## src/rtl/mrwt_pkg.sv

```systemverilog
// Package with the shared default width for the Miller-Rabin witness test unit.
package mrwt_pkg;

  localparam int unsigned DefaultWidth = 32;

endpackage

```

## src/rtl/miller_rabin_witness_test_unit.sv

```systemverilog
// Top level of the single-round Miller-Rabin witness test unit.
//
//   Channel  Dir  tdata fields (low bit first)      Beat meaning
//   s_axis   in   candidate, base (WIDTH each)      one test request
//   m_axis   out  composite, trivial_case           one verdict
//
// A trivial candidate (one, two or even) can leave on m_axis the cycle after its beat.
// Other candidates first split off factors of two, then run modular products on the
// shared multiplier, of which there are up to about 2 * WIDTH + 1.
// The block takes no new beat until its verdict has left on m_axis.
// Reset clears the sequencer; data registers are loaded on each beat.
module miller_rabin_witness_test_unit #(
  parameter int unsigned WIDTH = mrwt_pkg::DefaultWidth
) (
  input  logic                                clk_i,
  input  logic                                rst_ni,
  input  logic                                s_axis_tvalid_i,
  output logic                                s_axis_tready_o,
  // Fields from bit 0: candidate, base, zero padding.
  input  logic [((2*WIDTH+7)/8)*8-1:0]        s_axis_tdata_i,
  output logic                                m_axis_tvalid_o,
  input  logic                                m_axis_tready_i,
  // Fields from bit 0: composite, trivial_case, zero padding.
  output logic [7:0]                          m_axis_tdata_o
);

  localparam int unsigned TW = $clog2(WIDTH);

  localparam logic [3:0] StIdle  = 4'd0;
  localparam logic [3:0] StSplit = 4'd1;
  localparam logic [3:0] StRed   = 4'd2;
  localparam logic [3:0] StExp   = 4'd3;
  localparam logic [3:0] StMulA  = 4'd4;
  localparam logic [3:0] StMulB  = 4'd5;
  localparam logic [3:0] StSq    = 4'd6;
  localparam logic [3:0] StSqW   = 4'd7;
  localparam logic [3:0] StOut   = 4'd8;

  logic [3:0]       state_q, state_d;
  logic [WIDTH-1:0] n_q, n_d;
  logic [WIDTH-1:0] a_q, a_d;
  logic [WIDTH-1:0] u_q, u_d;
  logic [TW-1:0]    t_q, t_d;
  logic [TW-1:0]    i_q, i_d;
  logic [WIDTH-1:0] acc_q, acc_d;
  logic [WIDTH-1:0] b_q, b_d;
  logic [WIDTH-1:0] x_q, x_d;
  logic             comp_q, comp_d;
  logic             triv_q, triv_d;

  logic             mul_start;
  logic [WIDTH-1:0] mul_x;
  logic [WIDTH-1:0] mul_y;
  logic             mul_done;
  logic [WIDTH-1:0] mul_res;

  logic [WIDTH-1:0] in_n;
  logic [WIDTH-1:0] in_a;
  logic [WIDTH-1:0] n_m1;
  logic             accept;

  assign in_n   = s_axis_tdata_i[WIDTH-1:0];
  assign in_a   = s_axis_tdata_i[2*WIDTH-1:WIDTH];
  assign n_m1   = n_q - WIDTH'(1);
  assign accept = s_axis_tvalid_i && s_axis_tready_o;

  always_comb begin
    state_d   = state_q;
    n_d       = n_q;
    a_d       = a_q;
    u_d       = u_q;
    t_d       = t_q;
    i_d       = i_q;
    acc_d     = acc_q;
    b_d       = b_q;
    x_d       = x_q;
    comp_d    = comp_q;
    triv_d    = triv_q;
    mul_start = 1'b0;
    mul_x     = acc_q;
    mul_y     = b_q;
    unique case (state_q)
      StIdle: begin
        if (accept) begin
          n_d = in_n;
          a_d = in_a;
          u_d = in_n - WIDTH'(1);
          t_d = '0;
          priority if (in_n == WIDTH'(2)) begin
            comp_d  = 1'b0;
            triv_d  = 1'b1;
            state_d = StOut;
          end else if (in_n == WIDTH'(1) || !in_n[0]) begin
            comp_d  = 1'b1;
            triv_d  = 1'b1;
            state_d = StOut;
          end else begin
            triv_d  = 1'b0;
            state_d = StSplit;
          end
        end
      end
      StSplit: begin
        if (!u_q[0]) begin
          u_d = {1'b0, u_q[WIDTH-1:1]};
          t_d = t_q + TW'(1);
        end else begin
          mul_start = 1'b1;
          mul_x     = WIDTH'(1);
          mul_y     = a_q;
          state_d   = StRed;
        end
      end
      StRed: begin
        if (mul_done) begin
          b_d     = mul_res;
          acc_d   = WIDTH'(1);
          state_d = StExp;
        end
      end
      StExp: begin
        priority if (u_q == '0) begin
          x_d     = acc_q;
          i_d     = '0;
          state_d = StSq;
        end else if (u_q[0]) begin
          mul_start = 1'b1;
          state_d   = StMulA;
        end else begin
          mul_start = 1'b1;
          mul_x     = b_q;
          state_d   = StMulB;
        end
      end
      StMulA: begin
        if (mul_done) begin
          acc_d     = mul_res;
          mul_start = 1'b1;
          mul_x     = b_q;
          state_d   = StMulB;
        end
      end
      StMulB: begin
        if (mul_done) begin
          b_d     = mul_res;
          u_d     = {1'b0, u_q[WIDTH-1:1]};
          state_d = StExp;
        end
      end
      StSq: begin
        if (i_q == t_q) begin
          comp_d  = (x_q != WIDTH'(1));
          state_d = StOut;
        end else begin
          mul_start = 1'b1;
          mul_x     = x_q;
          mul_y     = x_q;
          state_d   = StSqW;
        end
      end
      StSqW: begin
        if (mul_done) begin
          if (mul_res == WIDTH'(1) && x_q != WIDTH'(1) && x_q != n_m1) begin
            comp_d  = 1'b1;
            state_d = StOut;
          end else begin
            x_d     = mul_res;
            i_d     = i_q + TW'(1);
            state_d = StSq;
          end
        end
      end
      StOut: begin
        if (m_axis_tready_i) begin
          state_d = StIdle;
        end
      end
      default: begin
        state_d = StIdle;
      end
    endcase
  end

  always_ff @(posedge clk_i or negedge rst_ni) begin
    if (!rst_ni) begin
      state_q <= StIdle;
    end else begin
      state_q <= state_d;
    end
  end

  always_ff @(posedge clk_i) begin
    n_q    <= n_d;
    a_q    <= a_d;
    u_q    <= u_d;
    t_q    <= t_d;
    i_q    <= i_d;
    acc_q  <= acc_d;
    b_q    <= b_d;
    x_q    <= x_d;
    comp_q <= comp_d;
    triv_q <= triv_d;
  end

  mrwt_modmul #(
    .WIDTH (WIDTH)
  ) u_modmul (
    .clk_i   (clk_i),
    .rst_ni  (rst_ni),
    .start_i (mul_start),
    .x_i     (mul_x),
    .y_i     (mul_y),
    .m_i     (n_q),
    .done_o  (mul_done),
    .res_o   (mul_res)
  );

  assign s_axis_tready_o = (state_q == StIdle);
  assign m_axis_tvalid_o = (state_q == StOut);
  assign m_axis_tdata_o  = {6'b000000, triv_q, comp_q};

endmodule

```

## src/rtl/mrwt_modmul.sv

```systemverilog
// Iterative modular multiplier that adds one multiplier bit per cycle, MSB first.
module mrwt_modmul #(
  parameter int unsigned WIDTH = mrwt_pkg::DefaultWidth
) (
  input  logic             clk_i,
  input  logic             rst_ni,
  input  logic             start_i,
  input  logic [WIDTH-1:0] x_i,
  input  logic [WIDTH-1:0] y_i,
  input  logic [WIDTH-1:0] m_i,
  output logic             done_o,
  output logic [WIDTH-1:0] res_o
);

  localparam int unsigned CntW = $clog2(WIDTH + 1);

  logic             busy_q, busy_d;
  logic             done_q, done_d;
  logic [CntW-1:0]  cnt_q, cnt_d;
  logic [WIDTH-1:0] acc_q, acc_d;
  logic [WIDTH-1:0] x_q, x_d;
  logic [WIDTH-1:0] y_q, y_d;
  logic [WIDTH-1:0] m_q, m_d;

  logic [WIDTH+2:0] sum;
  logic [WIDTH+2:0] diff1;
  logic [WIDTH+2:0] diff2;

  always_comb begin
    sum   = {2'b00, acc_q, 1'b0} + {3'b000, (y_q[WIDTH-1] ? x_q : '0)};
    diff1 = sum - {3'b000, m_q};
    diff2 = sum - {2'b00, m_q, 1'b0};
  end

  always_comb begin
    busy_d = busy_q;
    done_d = 1'b0;
    cnt_d  = cnt_q;
    acc_d  = acc_q;
    x_d    = x_q;
    y_d    = y_q;
    m_d    = m_q;
    if (start_i) begin
      busy_d = 1'b1;
      cnt_d  = CntW'(WIDTH);
      acc_d  = '0;
      x_d    = x_i;
      y_d    = y_i;
      m_d    = m_i;
    end else if (busy_q) begin
      priority if (!diff2[WIDTH+2]) begin
        acc_d = diff2[WIDTH-1:0];
      end else if (!diff1[WIDTH+2]) begin
        acc_d = diff1[WIDTH-1:0];
      end else begin
        acc_d = sum[WIDTH-1:0];
      end
      y_d   = {y_q[WIDTH-2:0], 1'b0};
      cnt_d = cnt_q - CntW'(1);
      if (cnt_q == CntW'(1)) begin
        busy_d = 1'b0;
        done_d = 1'b1;
      end
    end
  end

  always_ff @(posedge clk_i or negedge rst_ni) begin
    if (!rst_ni) begin
      busy_q <= 1'b0;
      done_q <= 1'b0;
      cnt_q  <= '0;
    end else begin
      busy_q <= busy_d;
      done_q <= done_d;
      cnt_q  <= cnt_d;
    end
  end

  always_ff @(posedge clk_i) begin
    acc_q <= acc_d;
    x_q   <= x_d;
    y_q   <= y_d;
    m_q   <= m_d;
  end

  assign done_o = done_q;
  assign res_o  = acc_q;

endmodule

```

## config.mk

```make
export PLATFORM = sky130hd
export DESIGN_NAME = miller_rabin_witness_test_unit
export DESIGN_NICKNAME = d
export VERILOG_FILES = /design/src/rtl/mrwt_pkg.sv /design/src/rtl/miller_rabin_witness_test_unit.sv /design/src/rtl/mrwt_modmul.sv
export SDC_FILE = /design/constraint.sdc
export NUM_CORES = 1
export LEC_CHECK = 0
export BUFFER_PORTS_ARGS = -buffer_cell sky130_fd_sc_hd__buf_2
export CAP_MARGIN = 0
export CORE_MARGIN = 4
export CORE_UTILIZATION = 68
export CTS_CLUSTER_DIAMETER = 150
export CTS_CLUSTER_SIZE = 25
export DETAILED_ROUTE_END_ITERATION = 6
export GPL_TIMING_DRIVEN = 0
export HOLD_SLACK_MARGIN = 0.15
export PLACE_DENSITY_LB_ADDON = 0.05
export SETUP_SLACK_MARGIN = 0.05
export SLEW_MARGIN = 20
export SYNTH_ARGS = -nofsm -noshare
export SYNTH_HDL_FRONTEND = slang
export SYNTH_SLANG_ARGS = --single-unit
```

## constraint.sdc

```tcl
create_clock -name clk_i -period 11.7 [get_ports clk_i]
set_input_delay 0.585 -clock clk_i [delete_from_list [all_inputs] [get_ports clk_i]]
set_output_delay 0.585 -clock clk_i [all_outputs]
set_load 0.05 [all_outputs]
```

* Yosys cells after proc, flatten, opt, wreduce, memory -nomap -nowiden
Index checks and enable logic that the tools add are counted.
Storage, ports and cells: register bits after elaboration 344, bits in latches 0, memory bits (writable) 0, memory bits (read-only) 0, input bits 68, output and inout bits 10, logic and storage cells 145, memories 0
Cells by class: $add $sub $neg 8, multiply operators 0, div/mod/pow operators 0, order comparisons 0, equality and inequality tests 29, shift-type cells 0, muxes and demuxes 66, bitwise operators 0, reductions and logical operators 23
Operators by type and width (number):
- $mux 32 | 20
- $pmux 32 s2 | 3
- $pmux 32 s4 | 1
- $pmux 32 s3 | 1
- $eq 32x1->1 const B | 2
- $sub 32x1->32 const B | 2
- $mux 4 | 10
- $sub 35x32->35 | 1
- $sub 35x33->35 | 1
- $add 33x32->34 | 1
- $eq 32x2->1 const B | 1
- $logic_not 32->1 | 1
- $ne 32x1->1 const B | 1
- $ne 32x32->1 | 1
- $pmux 4 s8 | 1
- $mux 5 | 5
- $pmux 5 s2 | 2
- $mux 1 | 18
- $eq 4x3->1 const B | 4
- $ne 2x1->1 const B | 7
- $mux 6 | 2
- $ne 2x2->1 const B | 6
- $reduce_and 6->1 | 2
- $add 5x1->5 const B | 2
- other kinds (20) | 31

* Depth between registers and ports, before layout
depth in word-level cells 6, depth in mapped cells 23, gate-level depth less buffers 22

* Modules after synthesis
A second synthesis with hierarchy kept.
Unflattened totals: cells, all modules 2080, area total of the unflattened synthesis 21564.4 um^2
By module, submodules not included:
- miller_rabin_witness_test_unit | times used 1, cells each 994, area each 11089.4 um^2, sequential area each 6226.0 um^2
- mrwt_modmul | times used 1, cells each 1086, area each 10475.0 um^2, sequential area each 3723.6 um^2

* Worst setup path after synthesis
OpenSTA, ideal clock, no wires.
kind register to register, from register u_modmul.y_q[31], to register u_modmul.acc_q[24], in the netlist u_modmul.res_o[24], library setup time 131 ps, data arrival time 5355 ps, data required time 11569 ps, path slack 6214 ps, stages on the path, launching flop included 23, buffers on the path 2, clock period less this slack 5486 ps, path through edfxtp_1 -> clkbuf_1 -> and2_1 -> ha_1 -> a21o_1 -> a211oi_1 -> a21oi_1 -> o21a_1 -> a31oi_1 -> nor2b_1 -> or4b_2 -> nand3_1 -> ha_1 -> a21o_1 -> o21bai_1 -> a221o_1 -> a21oi_1 -> a21boi_0 -> a311oi_2 -> buf_2 -> a21oi_1 -> a221oi_1 -> nor3_1
Between the ends: cells in the longest elaborated chain, start to end 5, elaborated cells on any way between the ends 6, classes of those cells add/sub (3); mux (3)
RTL lines:
- start, declared | line mrwt_modmul.sv:22 | logic [WIDTH-1:0] y_q, y_d;
- start signal, assigned | line mrwt_modmul.sv:82 | y_q <= y_d;
- $mux 32 (*) | line mrwt_modmul.sv:30 | sum = {2'b00, acc_q, 1'b0} + {3'b000, (y_q[WIDTH-1] ? x_q : '0)};
- $add 33x32->34 (*) | line mrwt_modmul.sv:30
- $sub 35x32->35 | line mrwt_modmul.sv:31 | diff1 = sum - {3'b000, m_q};
- $mux 32 | line mrwt_modmul.sv:53 | end else if (!diff1[WIDTH+2]) begin
- $mux 32 (*) | line mrwt_modmul.sv:51 | priority if (!diff2[WIDTH+2]) begin
- end signal, assigned | line mrwt_modmul.sv:80 | acc_q <= acc_d;
- end, declared | line mrwt_modmul.sv:20 | logic [WIDTH-1:0] acc_q, acc_d;
Every way passes the cells marked *; elsewhere a longest branch is shown, timed or not. A chain may end at the register's enable or synchronous reset.

* Final worst setup path
Ends and elaborated chain as after synthesis.

==> out/qor.yml <==
outcome:
  status: "finished with violations"
  failed_checks: "DRC"
worst_setup_path:
  crit_top_cell: "a21oi_1"
  cpPeakStageDelay_ns: 0.88
  crit_slowest_cell: "a311oi_2"
  worst-setup-path-type: "reg2reg"
  arrival_ns: 7.47
  worst-path-buf-inv: 2
  critPathCaptureType: "register"
  cp-start-kind: "register"
  worst_ep_required_time_ns: 12.07
  cp_top_family: "compound AO/OA/AOI/OAI gates"
  path_cells: "clkbuf_1 -> and2_1 -> ha_1 -> a21o_1 -> a211oi_1 -> a21oi_1 -> o21a_1 -> a31oi_1 -> nor2b_1 -> or4b_2 -> nand3_1 -> ha_1 -> a21o_1 -> o21bai_1 -> a221o_1 -> a21oi_1 -> a21boi_0 -> a311oi_2 -> buf_2 -> a21oi_1 -> a221oi_1 -> nor3_1"
  critPathMaxFanout: 10
  r2r_slack_ns: 4.60
global_route:
  grtUsageTotal: 0.374
  grt-busiest-layer: "met2"
  antenna_found_initial: 0
  grt_pass1_vias: 18200
  grt_max_degree: 61
  overflow: 0
  grt_pass1_wl_um: 100000
  met2_usage: 0.602
  met3_usage: 0.0680
  grt_use_met1: 0.495
yosys:
  syn_avg_cell_area_sq_um: 9.92
  ys.flop_type: "edfxtp_1"
  synthCells: 2173
  synth_seq_cells: 344
  synth_cell_types: 79
  syn-cell-area_sq_mm: 0.0215
  async_reset_ff_frac: 0.0349
  seq_area_frac_synth: 0.462
  ys.warnings.count: 0
  synth-edff-count: 300
clock_network:
  clock_latency_ns: 0.53
  htree_levels: 1
  clock-root-buffer: "clkbuf_16"
  cts_tree: "built"
  clock_sinks: 344
  cts_made_buffers: 17
  clock_path_buffers: 3
  clkTransAtPathRegs_ns: 0.11
layout:
  final_common_cell: "edfxtp_1"
  layout_common_cells: "300 x edfxtp_1, 234 x nand2_1, 156 x nor2_1, 145 x a21oi_1, 138 x o21ai_0"
  synthToLayoutAreaGrowth_pct: 7.54
  diodes: 0
  drive_gt1_frac: 0.0803
  nets: 2455
floorplanning:
  die_w_um: 186
  dieArea_sq_mm: 0.0346
  start_util: 0.697
  core_sq_mm: 0.0309
  rows: 64
  die_h_um: 186
  design.portCount: 78
sta:
  hold_viol: 0
  slew_violations: 0
  fin_crit_ns: 7.10
  fmax_mhz: 141
  finalCritPeriodShare: 0.607
  maxSlewHeadroom: 0.156
  finalSetupTns_ns: 0
  finClkSkew_ns: 0.0265
  finalSetupViolCount: 0
  rsz0062_at_grt: "no"
  tightestPinTransition_ns: 1.26
route:
  wl_per_cell_um: 24.5
  wl_um: 65900
  via_count: 18900
  drt_iter0_drc: 3034
  routed_via_density: 7.01
  drt_pass1_iterations: 7
  ant_nets: 0
  drc: 1
placed_design:
  globalplace.congestion: 1.04
  portBuffers: 71
  place_hpwl_um: 51000
job:
  drv_cap: 0
worst_hold_path:
  hold_path_class: "in2reg"
-- final cells by class --
type,instances,area (sq um)
Timing Repair Buffer,84,558
Sequential cell,344,9950
Fill cell,2184,7740
Inverter,77,292
Multi-Input combinational cell,1647,10900
Clock buffer,28,467
Buffer,110,454
Clock inverter,2,17.5
Tap cell,396,495
-- state kept, by name, summed over array words and instances, names as in the netlist, 32 cells and up --
register        flops
acc_q              32
u_modmul.y_q       32
u_q                32
b_q                32
a_q                32
x_q                32
u_modmul.res_o     32
u_modmul.m_q       32
u_modmul.x_q       32
n_q                32
-- layer usage --
layer / wire [um] / part of all wire
met5: 0 / 0
met4: 4020 / 0.061
met3: 8250 / 0.13
met2: 29600 / 0.45
met1: 24000 / 0.36
-- repair_timing --
item	4_1_cts	5_1_grt
resized for setup	0	0
hold buffers	1	0
buffers inserted	0	0
endpoints found under the hold margin	12	0
-- stage by stage --
| step | std cells | instance area, sq um | hold slack (ns) | worst slack (ns) | util |
|---|---|---|---|---|---|
| finish | 2688 | 23200 | 0.218 | 4.60 | 0.750 |
| global route | 2688 | 23200 | 0.210 | 4.38 | 0.750 |
| CTS | 2688 | 23200 | 0.215 | 4.66 | 0.750 |
| detailed placement | 2657 | 22700 | 0.509 | 4.70 | 0.734 |
| global placement | 2645 | 22400 | 0.501 | 4.60 | 0.725 |
| floorplan | 2178 | 21600 | 0.289 | 6.21 | - |
-- worst register-to-register path, cell delays in order, from the launching register on --
cell and delay (ns):
edfxtp_1 0.46, clkbuf_1 0.36, and2_1 0.21, ha_1 0.28, a21o_1 0.21, a211oi_1 0.29, a21oi_1 0.20, o21a_1 0.28
a31oi_1 0.33, nor2b_1 0.12, or4b_2 0.63, nand3_1 0.19, ha_1 0.33, a21o_1 0.21, o21bai_1 0.17, a221o_1 0.35
a21oi_1 0.18, a21boi_0 0.30, a311oi_2 0.88, buf_2 0.40, a21oi_1 0.11, a221oi_1 0.35, nor3_1 0.11
-- worst paths after layout --
kind                                       to  depth (start not counted)                from
min in group asynchronous          state_q[0]                          2              rst_ni
hold / removal                        a_q[27]                          1  s_axis_tdata_i[59]
setup / recovery           u_modmul.res_o[24]                         22    u_modmul.y_q[31]
max in group asynchronous   u_modmul.cnt_q[0]                          2              rst_ni
hold reg to reg             u_modmul.cnt_q[4]                          2   u_modmul.cnt_q[4]
setup reg to reg           u_modmul.res_o[24]                         22    u_modmul.y_q[31]
-- cell usage after synthesis, drive strengths merged (32+ instances only) --
library cell / count / share of area
a21o: 49 / 0.017
a21oi: 147 / 0.034
a222oi: 61 / 0.028
and2: 70 / 0.020
clkbuf: 96 / 0.017
dfxtp: 32 / 0.030
edfxtp: 300 / 0.42
ha: 103 / 0.060
inv: 77 / 0.013
mux2: 32 / 0.017
nand2: 235 / 0.041
nand3: 38 / 0.0088
nor2: 156 / 0.027
nor3: 52 / 0.012
nor4: 43 / 0.012
o21ai: 139 / 0.032
xnor2: 104 / 0.042
xor2: 44 / 0.018
-- kinds of logic after synthesis --
family | Yosys count | share of synthesized area
xor+xnor | 148 | 0.0602
buf+inv | 187 | 0.0343
fa+ha+maj | 106 | 0.0626
compound gates | 607 | 0.191
simple gates | 730 | 0.165
other cells | 1 | 0.000174
flops | 344 | 0.462
mux | 50 | 0.0251
Power is left out: the tool's default activity adds up to more than one toggle a clock period on the data nets, which glitch-free logic cannot reach.
